## src/hdl/ucdd_pkg.sv

```systemverilog
// ----------------------------------------------------------------------------
// ucdd_pkg: shared types and constants for the command digit display
// Parser states, command structs, segment and reply lookup functions.
// ----------------------------------------------------------------------------
package ucdd_pkg;

  localparam int unsigned NUM_DIGITS_DEF = 8;
  localparam int unsigned DIGIT_W        = 4;
  localparam int unsigned BYTE_W         = 8;
  localparam int unsigned ANODE_W        = 8;
  localparam int unsigned REPLY_IDX_W    = 2;

  localparam logic [DIGIT_W-1:0]     CODE_BLANK = 4'hA;
  localparam logic [BYTE_W-1:0]      CHAR_CR    = 8'h0D;
  localparam logic [BYTE_W-1:0]      CHAR_LF    = 8'h0A;
  localparam logic [BYTE_W-1:0]      CHAR_A     = 8'h41;
  localparam logic [BYTE_W-1:0]      CHAR_N     = 8'h4E;
  localparam logic [BYTE_W-1:0]      CHAR_C     = 8'h43;
  localparam logic [BYTE_W-1:0]      CHAR_O     = 8'h4F;
  localparam logic [BYTE_W-1:0]      CHAR_K     = 8'h4B;
  localparam logic [REPLY_IDX_W-1:0] REPLY_LAST = 2'd3;

  localparam logic KIND_DISPLAY = 1'b0;
  localparam logic KIND_REPLY   = 1'b1;
  localparam logic OP_BYTE      = 1'b0;
  localparam logic OP_TICK      = 1'b1;

  typedef enum logic [2:0] {
    PS_IDLE,
    PS_TWAIT,
    PS_DIGITS,
    PS_CRWAIT,
    PS_LFWAIT
  } parser_state_e;

  typedef struct packed {
    logic blank;
    logic shift;
    logic reply;
  } parser_out_t;

  typedef struct packed {
    logic blank;
    logic shift;
    logic tick;
  } cell_cmd_t;

  // Active-low segment patterns; every code from ten upwards is blank.
  function automatic logic [BYTE_W-1:0] seg_pattern(input logic [DIGIT_W-1:0] code);
    logic [BYTE_W-1:0] pat;
    case (code)
      4'd0:    pat = 8'h01;
      4'd1:    pat = 8'h4F;
      4'd2:    pat = 8'h12;
      4'd3:    pat = 8'h06;
      4'd4:    pat = 8'h4C;
      4'd5:    pat = 8'h24;
      4'd6:    pat = 8'h20;
      4'd7:    pat = 8'h0F;
      4'd8:    pat = 8'h00;
      4'd9:    pat = 8'h04;
      default: pat = 8'hFF;
    endcase
    return pat;
  endfunction

  function automatic logic [BYTE_W-1:0] reply_byte(input logic [REPLY_IDX_W-1:0] idx);
    logic [BYTE_W-1:0] ch;
    case (idx)
      2'd0:    ch = CHAR_O;
      2'd1:    ch = CHAR_K;
      2'd2:    ch = CHAR_CR;
      default: ch = CHAR_LF;
    endcase
    return ch;
  endfunction

endpackage

```

## src/hdl/ucdd_in_if.sv

```systemverilog
// ----------------------------------------------------------------------------
// ucdd_in_if: input channel of the command digit display
// Carries a received byte or a scan tick with a valid/ready handshake.
// ----------------------------------------------------------------------------
interface ucdd_in_if;
  logic       valid;
  logic       ready;
  logic       operation;
  logic [7:0] rx_byte;

  modport source (output valid, output operation, output rx_byte, input ready);
  modport sink (input valid, input operation, input rx_byte, output ready);
endinterface

```

## src/hdl/ucdd_out_if.sv

```systemverilog
// ----------------------------------------------------------------------------
// ucdd_out_if: result channel of the command digit display
// Carries a display drive update or a reply byte with a valid/ready handshake.
// ----------------------------------------------------------------------------
interface ucdd_out_if;
  logic       valid;
  logic       ready;
  logic       result_kind;
  logic [7:0] segments;
  logic [7:0] anode_select;
  logic [7:0] tx_byte;
  logic       last;

  modport source (
    output valid, output result_kind, output segments, output anode_select,
    output tx_byte, output last, input ready
  );
  modport sink (
    input valid, input result_kind, input segments, input anode_select,
    input tx_byte, input last, output ready
  );
endinterface

```

## src/hdl/ucdd_parser.sv

```systemverilog
// ----------------------------------------------------------------------------
// ucdd_parser: serial command parser
// Five-state machine that turns received bytes into blank, shift and reply
// commands.
// ----------------------------------------------------------------------------
module ucdd_parser import ucdd_pkg::*; (
  input  logic               clk_i,
  input  logic               rst_ni,
  input  logic               byte_valid_i,
  input  logic [BYTE_W-1:0]  byte_i,
  output parser_out_t        cmd_o
);

  parser_state_e state_q, state_d;

  always_ff @(posedge clk_i or negedge rst_ni) begin
    if (!rst_ni) begin
      state_q <= PS_IDLE;
    end else begin
      state_q <= state_d;
    end
  end

  // Next state. The T and CR wait states take any byte, and so does the LF
  // wait state, which closes the command.
  always_comb begin
    state_d = state_q;
    if (byte_valid_i) begin
      case (state_q)
        PS_IDLE: begin
          if (byte_i == CHAR_A) begin
            state_d = PS_TWAIT;
          end else if (byte_i == CHAR_N) begin
            state_d = PS_DIGITS;
          end else if (byte_i == CHAR_C) begin
            state_d = PS_CRWAIT;
          end
        end
        PS_TWAIT:  state_d = PS_CRWAIT;
        PS_DIGITS: begin
          if (byte_i == CHAR_CR) begin
            state_d = PS_LFWAIT;
          end
        end
        PS_CRWAIT: state_d = PS_LFWAIT;
        PS_LFWAIT: state_d = PS_IDLE;
        default:   state_d = PS_IDLE;
      endcase
    end
  end

  always_comb begin
    cmd_o = '0;
    if (byte_valid_i) begin
      case (state_q)
        PS_IDLE:   cmd_o.blank = (byte_i == CHAR_N) || (byte_i == CHAR_C);
        PS_DIGITS: cmd_o.shift = (byte_i != CHAR_CR);
        PS_LFWAIT: cmd_o.reply = 1'b1;
        default:   cmd_o = '0;
      endcase
    end
  end

endmodule

```

## src/hdl/ucdd_digit_cell.sv

```systemverilog
// ----------------------------------------------------------------------------
// ucdd_digit_cell: one digit position of the display row
// Holds a digit code and a scan token; both move to the next cell in the row.
// ----------------------------------------------------------------------------
module ucdd_digit_cell import ucdd_pkg::*; #(
  parameter logic [DIGIT_W-1:0] RESET_CODE  = '0,
  parameter logic               RESET_TOKEN = 1'b0
) (
  input  logic               clk_i,
  input  logic               rst_ni,
  input  cell_cmd_t          cmd_i,
  input  logic [DIGIT_W-1:0] digit_i,
  input  logic               token_i,
  output logic [DIGIT_W-1:0] digit_o,
  output logic               token_o,
  output logic               sel_o,
  output logic [DIGIT_W-1:0] sel_code_o
);

  logic [DIGIT_W-1:0] digit_q;
  logic               token_q;

  always_ff @(posedge clk_i or negedge rst_ni) begin
    if (!rst_ni) begin
      digit_q <= RESET_CODE;
      token_q <= RESET_TOKEN;
    end else begin
      if (cmd_i.blank) begin
        digit_q <= CODE_BLANK;
      end else if (cmd_i.shift) begin
        digit_q <= digit_i;
      end
      if (cmd_i.tick) begin
        token_q <= token_i;
      end
    end
  end

  // The incoming token marks the digit that the next scan tick selects.
  assign sel_o      = token_i;
  assign sel_code_o = digit_q & {DIGIT_W{token_i}};
  assign digit_o    = digit_q;
  assign token_o    = token_q;

endmodule

```

## src/hdl/uart_command_digit_display_unit.sv

```systemverilog
// ----------------------------------------------------------------------------
// uart_command_digit_display_unit: command-driven multiplexed digit display
// Output: each result is registered, presented the cycle after its input transfer.
// Throughput: one item per cycle while the output is ready; a command-closing byte
// yields four reply transfers, one per cycle as taken; the next input waits for the last.
// Reset: asynchronous; digits load 5,6,7,... and the scan token sits on the
// top digit, so the first tick shows digit 0.
// ----------------------------------------------------------------------------
module uart_command_digit_display_unit import ucdd_pkg::*; #(
  parameter int unsigned NUM_DIGITS = NUM_DIGITS_DEF
) (
  input  logic        clk_i,
  input  logic        rst_ni,
  ucdd_in_if.sink     in_i,
  ucdd_out_if.source  out_o
);

  logic in_fire;
  logic out_fire;
  logic tick;
  logic byte_stb;

  parser_out_t pcmd;
  cell_cmd_t   ccmd;

  logic [DIGIT_W-1:0] digit    [NUM_DIGITS];
  logic               token    [NUM_DIGITS];
  logic               sel      [NUM_DIGITS];
  logic [DIGIT_W-1:0] sel_code [NUM_DIGITS];

  logic [DIGIT_W-1:0] next_code;
  logic [ANODE_W-1:0] next_anode;

  logic                   valid_q,  valid_d;
  logic                   kind_q,   kind_d;
  logic [BYTE_W-1:0]      seg_q,    seg_d;
  logic [ANODE_W-1:0]     anode_q,  anode_d;
  logic [BYTE_W-1:0]      tx_q,     tx_d;
  logic                   last_q,   last_d;
  logic [REPLY_IDX_W-1:0] ridx_q,   ridx_d;
  logic [REPLY_IDX_W-1:0] ridx_inc;

  // A new item is taken when the result register is empty or its final
  // transfer completes in this cycle.
  assign in_i.ready = !valid_q || (out_o.ready && last_q);
  assign in_fire    = in_i.valid && in_i.ready;
  assign out_fire   = valid_q && out_o.ready;
  assign tick       = in_fire && (in_i.operation == OP_TICK);
  assign byte_stb   = in_fire && (in_i.operation == OP_BYTE);

  ucdd_parser u_parser (
    .clk_i        (clk_i),
    .rst_ni       (rst_ni),
    .byte_valid_i (byte_stb),
    .byte_i       (in_i.rx_byte),
    .cmd_o        (pcmd)
  );

  assign ccmd.blank = pcmd.blank;
  assign ccmd.shift = pcmd.shift;
  assign ccmd.tick  = tick;

  for (genvar i = 0; i < NUM_DIGITS; i++) begin : g_cell
    localparam logic [DIGIT_W-1:0] RstCode = DIGIT_W'((5 + i) % 10);
    localparam logic               RstTok  = (i == NUM_DIGITS - 1);

    logic [DIGIT_W-1:0] din;
    logic               tin;

    if (i == 0) begin : g_head
      assign din = in_i.rx_byte[DIGIT_W-1:0];
      assign tin = token[NUM_DIGITS-1];
    end else begin : g_body
      assign din = digit[i-1];
      assign tin = token[i-1];
    end

    ucdd_digit_cell #(
      .RESET_CODE  (RstCode),
      .RESET_TOKEN (RstTok)
    ) u_cell (
      .clk_i      (clk_i),
      .rst_ni     (rst_ni),
      .cmd_i      (ccmd),
      .digit_i    (din),
      .token_i    (tin),
      .digit_o    (digit[i]),
      .token_o    (token[i]),
      .sel_o      (sel[i]),
      .sel_code_o (sel_code[i])
    );
  end

  // Only one cell is selected, so an OR over the row picks its code.
  always_comb begin
    next_code = '0;
    for (int i = 0; i < NUM_DIGITS; i++) begin
      next_code = next_code | sel_code[i];
    end
  end

  // Digits beyond the eighth have no anode line.
  for (genvar j = 0; j < ANODE_W; j++) begin : g_anode
    if (j < NUM_DIGITS) begin : g_drv
      assign next_anode[j] = sel[j];
    end else begin : g_off
      assign next_anode[j] = 1'b0;
    end
  end

  assign ridx_inc = ridx_q + 1'b1;

  always_comb begin
    valid_d = valid_q;
    kind_d  = kind_q;
    seg_d   = seg_q;
    anode_d = anode_q;
    tx_d    = tx_q;
    last_d  = last_q;
    ridx_d  = ridx_q;
    if (out_fire) begin
      valid_d = 1'b0;
      if (!last_q) begin
        // Step through the remaining reply bytes.
        valid_d = 1'b1;
        ridx_d  = ridx_inc;
        tx_d    = reply_byte(ridx_inc);
        last_d  = (ridx_inc == REPLY_LAST);
      end
    end
    if (tick) begin
      valid_d = 1'b1;
      kind_d  = KIND_DISPLAY;
      seg_d   = seg_pattern(next_code);
      anode_d = next_anode;
      tx_d    = '0;
      last_d  = 1'b1;
    end else if (byte_stb && pcmd.reply) begin
      valid_d = 1'b1;
      kind_d  = KIND_REPLY;
      seg_d   = '0;
      anode_d = '0;
      ridx_d  = '0;
      tx_d    = reply_byte('0);
      last_d  = 1'b0;
    end
  end

  always_ff @(posedge clk_i or negedge rst_ni) begin
    if (!rst_ni) begin
      valid_q <= 1'b0;
      last_q  <= 1'b1;
      ridx_q  <= '0;
    end else begin
      valid_q <= valid_d;
      last_q  <= last_d;
      ridx_q  <= ridx_d;
    end
  end

  always_ff @(posedge clk_i) begin
    kind_q  <= kind_d;
    seg_q   <= seg_d;
    anode_q <= anode_d;
    tx_q    <= tx_d;
  end

  assign out_o.valid        = valid_q;
  assign out_o.result_kind  = kind_q;
  assign out_o.segments     = seg_q;
  assign out_o.anode_select = anode_q;
  assign out_o.tx_byte      = tx_q;
  assign out_o.last         = last_q;

endmodule
```

## src/flat_wrapper.sv

```systemverilog
// flat-port wrapper written by rule: the top's interface ports become plain ports
module uart_command_digit_display_unit_flat import ucdd_pkg::*;
#(
  parameter int unsigned NUM_DIGITS = NUM_DIGITS_DEF
)
  (clk_i, rst_ni, in_i_valid, in_i_operation, in_i_rx_byte, in_i_ready, out_o_valid, out_o_result_kind, out_o_segments, out_o_anode_select, out_o_tx_byte, out_o_last, out_o_ready);
  ucdd_in_if in_i_i ();
  ucdd_out_if out_o_i ();
  input  logic clk_i;
  input  logic rst_ni;
  input wire logic [$bits(in_i_i.valid)-1:0] in_i_valid;
  input wire logic [$bits(in_i_i.operation)-1:0] in_i_operation;
  input wire logic [$bits(in_i_i.rx_byte)-1:0] in_i_rx_byte;
  output wire logic [$bits(in_i_i.ready)-1:0] in_i_ready;
  output wire logic [$bits(out_o_i.valid)-1:0] out_o_valid;
  output wire logic [$bits(out_o_i.result_kind)-1:0] out_o_result_kind;
  output wire logic [$bits(out_o_i.segments)-1:0] out_o_segments;
  output wire logic [$bits(out_o_i.anode_select)-1:0] out_o_anode_select;
  output wire logic [$bits(out_o_i.tx_byte)-1:0] out_o_tx_byte;
  output wire logic [$bits(out_o_i.last)-1:0] out_o_last;
  input wire logic [$bits(out_o_i.ready)-1:0] out_o_ready;
  assign in_i_i.valid = in_i_valid;
  assign in_i_i.operation = in_i_operation;
  assign in_i_i.rx_byte = in_i_rx_byte;
  assign in_i_ready = in_i_i.ready;
  assign out_o_valid = out_o_i.valid;
  assign out_o_result_kind = out_o_i.result_kind;
  assign out_o_segments = out_o_i.segments;
  assign out_o_anode_select = out_o_i.anode_select;
  assign out_o_tx_byte = out_o_i.tx_byte;
  assign out_o_last = out_o_i.last;
  assign out_o_i.ready = out_o_ready;
  uart_command_digit_display_unit #(.NUM_DIGITS(NUM_DIGITS)) u_core (.clk_i(clk_i), .rst_ni(rst_ni), .in_i(in_i_i), .out_o(out_o_i));
endmodule
```

## config.mk

```make
export PLATFORM = sky130hd
export DESIGN_NAME = uart_command_digit_display_unit_flat
export DESIGN_NICKNAME = d
export VERILOG_FILES = /design/src/hdl/ucdd_pkg.sv /design/src/hdl/ucdd_in_if.sv /design/src/hdl/ucdd_out_if.sv /design/src/hdl/ucdd_parser.sv /design/src/hdl/ucdd_digit_cell.sv /design/src/hdl/uart_command_digit_display_unit.sv /design/src/flat_wrapper.sv
export SDC_FILE = /design/constraint.sdc
export NUM_CORES = 1
export LEC_CHECK = 0
export BUFFER_PORTS_ARGS = -buffer_cell sky130_fd_sc_hd__buf_2
export CAP_MARGIN = 20
export CORE_MARGIN = 2
export CORE_UTILIZATION = 61
export DETAILED_ROUTE_END_ITERATION = 10
export PLACE_DENSITY_LB_ADDON = 0.12
export SYNTH_ARGS = -nofsm -noshare
export SYNTH_HDL_FRONTEND = slang
export SYNTH_SLANG_ARGS = --single-unit
export TNS_END_PERCENT = 100
```

## constraint.sdc

```tcl
create_clock -name clk_i -period 4.05 [get_ports clk_i]
set_clock_uncertainty 0.15 [all_clocks]
set_input_delay 0.405 -clock clk_i [delete_from_list [all_inputs] [get_ports clk_i]]
set_output_delay 0.405 -clock clk_i [all_outputs]
set_load 0.01 [all_outputs]
```

==> results.yml <==
final_layout:
  final_core_util_pct: 72.51
  fin_nets: 297
  area_delta_synth_final_pct: 14.82
  drive_gt1_share_pct: 27.92
  antenna-diode-count: 0
synthesis:
  yosys_warnings: 0
  synth_top_area_share_pct: 27.87
  synth-seq-cells: 69
  synth_cells: 238
  yosys-top-cells-area: "dfrtp_1 (28%), edfxtp_1 (16%), dfstp_2 (12%)"
  async_flop_share_pct: 68.12
  synth_area_mm2: 0.002963
  syn-mean-instance-area_um2: 12.45
  synth_edf_count: 16
  synth_top_flop_cell: "dfrtp_1"
  ys_types: 46
  yosys.area.top_type: "dfrtp_1"
  ys_seq_area_share_pct: 60.56
clock_network:
  numCtsBuffers: 9
  clock_latency_ps: 340
  cts_resized: 0
  cts_hold_buf: 0
  clk_pin_slew_ps: 70
  cts_setup_buffers: 0
  tritoncts: "done"
  ctsHtreeMaxLevel: 3
  cts_sinks: 69
  cts_buffer_depth: 2
  cts_root_buf: "clkbuf_8"
placement:
  gp_congestion: 0.8639
  place_hpwl_um: 3627
  portBuffers: 37
sta:
  fin_crit_ps: 2509
  max_freq_mhz: 398.6
  fin_crit_sh_pct: 61.95
  maxSlewHeadroom_pct: 58.40
  tightest_slew_ps: 622.5
  rsz0062_at_grt: "false"
  tns_ps: 0
  slew_viol_final: 0
  setup_viol: 0
  hold_viol: 0
route:
  wl_met3_um: 180
  dr.first_iter.drc_count: 133
  drc: 0
  dr.pass1.iters: 4
  wl_per_cell_um: 15.91
  wl_um: 5361
  wl_met2_um: 2458
  wl_met1_um: 2622
  highest_layer: "met4"
  detail-route-antenna-nets: 0
  num_vias: 2020
  via_per_inst: 5.994
worst_setup_path:
  crit_path_start_kind: "input pin"
  worstPathMaxFanout: 17
  required_ps: 4170
  crit_start: "in_i_rx_byte[5]"
  critPathArrivalTime_ps: 2630
  cp_cell_sequence: "buf_2 -> or3_1 -> o31ai_1 -> or2_1 -> and2_1 -> a22o_1"
  cpMaxStageDelayCell: "and2_1"
  cp-end-kind: "flop"
  crit-reg2reg-launch: "u_core.out_o.last"
  crit_family: "simple AND/OR/NAND/NOR gates"
  path_class: "input pin to flop"
  cp_num_buf_inv: 1
  critPathMaxStageDelay_ps: 580
worst_hold_path:
  holdCritStartpoint: "in_i_rx_byte[1]"
  hp-class: "input pin to flop"
floorplan:
  die_w_um: 73.70
  die-area_mm2: 0.005431
  row_count: 25
  io_pins: 41
  die_h_um: 73.70
  coreArea_mm2: 0.004692
  start_util_pct: 63.15
grt:
  first_global_vias: 1884
  grt-ovfl-total: 0
  grt_max_degree: 48
  grt_pass1_wl_um: 8859
  grtUsageTotal_pct: 21.95
  antenna_found_initial: 0
power_and_ir_drop:
  p_leak_nw: 1.524
  p_per_area_mw_per_mm2: 516.4
  vdd_drop_max_v: 0.0003576
job:
  cap_violations: 0
status:
  status: "finished clean"
## worst paths after layout
kind	end	slack, ps	cells past startpoint
worst max register to register	u_core.g_cell[0].u_cell.digit_o[1]	1660	5
max in group asynchronous	u_core.g_cell[7].u_cell.token_o	2790	3
min in group asynchronous	u_core.g_cell[0].u_cell.digit_o[3]	400	2
worst max-delay path	u_core.g_cell[7].u_cell.digit_o[2]	1540	6
worst min-delay path	u_core.g_cell[0].u_cell.digit_o[1]	190	2
worst min register to register	u_core.out_o.result_kind	320	2
## state kept, by name, indices dropped and copies added, names as in the netlist
name / flops
u_core.out_o.segments: 8
u_core.out_o.anode_select: 8
u_core.out_o.last: 1
u_core.out_o.tx_byte: 5
u_core.ridx_q: 2
u_core.out_o.result_kind: 1
u_core.out_o.valid: 1
u_core.u_parser.state_q: 3
u_core.g_cell.u_cell.token_o: 8
u_core.g_cell.u_cell.digit_o: 32
## report_power, final
part           leakage, nW  total, mW  switching, mW  internal (mW)
Combinational        0.625      0.205          0.102          0.104
Sequential           0.789      0.937         0.0899          0.847
Clock                0.110      0.614          0.265          0.349
## cells in the mapped netlist (3+ instances only)
| cell | count |
|---|---|
| ha_1 | 6 |
| dfstp_2 | 14 |
| nor2_1 | 11 |
| a21oi_1 | 5 |
| clkbuf_1 | 5 |
| buf_4 | 5 |
| o21ai_0 | 4 |
| nor3b_1 | 3 |
| a21o_1 | 8 |
| a31oi_1 | 4 |
| dfxtp_1 | 6 |
| o22a_1 | 15 |
| edfxtp_1 | 16 |
| a22o_1 | 16 |
| or2_2 | 3 |
| dfrtp_1 | 33 |
| inv_1 | 6 |
| and2_1 | 11 |
| nand3_1 | 6 |
| nand2_1 | 11 |
| a22oi_1 | 16 |
## cell type report
type                       count  area [um^2]
sequential                    69         1794
fill                         346         1290
multi-input combinational    151         1065
timing repair buffer          41        230.2
clock buffer                   9        123.9
clock inverter                 7        98.84
tap                           54        67.56
inverter                       6        22.52
## cell families after synthesis
logic type	count (synthesis)	share of synthesized area, %
AOI/OAI and AO/OA	78	20.48
xor gates and xnor gates	1	0.2957
adders and majority gates	6	2.534
buffers and inverters	20	3.759
DFF	69	60.56
muxes	1	0.3800
other	1	0.1266
and+or+nand+nor	62	11.87
## metrics by stage
| stage | cell area, um^2 | total power [mW] | hold slack [ps] | cells | worst slack, ps |
|---|---|---|---|---|---|
| 6_report | 3402 | 1.757 | 191.3 | 337 | 1541 |
| 3_3_place_gp | 3142 | 1.143 | 296.4 | 318 | 1299 |
| 4_1_cts | 3364 | 1.768 | 99.64 | 334 | 1562 |
| 5_1_grt | 3402 | 1.836 | 185.4 | 337 | 1329 |
| 3_5_place_dp | 3142 | 1.156 | 318.6 | 318 | 1209 |
| 2_1_floorplan | 2970 | 1.072 | -40.59 | 240 | 1787 |
## layer usage
| layer | vias up | GRT usage, % |
|---|---|---|
| met5 | - | 0 |
| met4 | 0 | 9.091 |
| met3 | 13 | 4.938 |
| met2 | 43 | 32.74 |
| met1 | 994 | 31.27 |
| li1 | 970 | - |
## placed cells by master (no fill, tap or decap), types with 4 or more instances in the layout
cell type / instances
buf_2: 37
dfrtp_1: 33
a22oi_1: 16
a22o_1: 16
edfxtp_1: 16
o22a_1: 15
dfstp_2: 14
nand2_1: 11
and2_1: 11
nor2_1: 11
clkbuf_8: 9
a21o_1: 8
inv_1: 6
nand3_1: 6
ha_1: 6
dfxtp_1: 6
a21oi_1: 5
o21ai_0: 4
a31oi_1: 4
No activity file was read; power rests on OpenSTA's default activity.
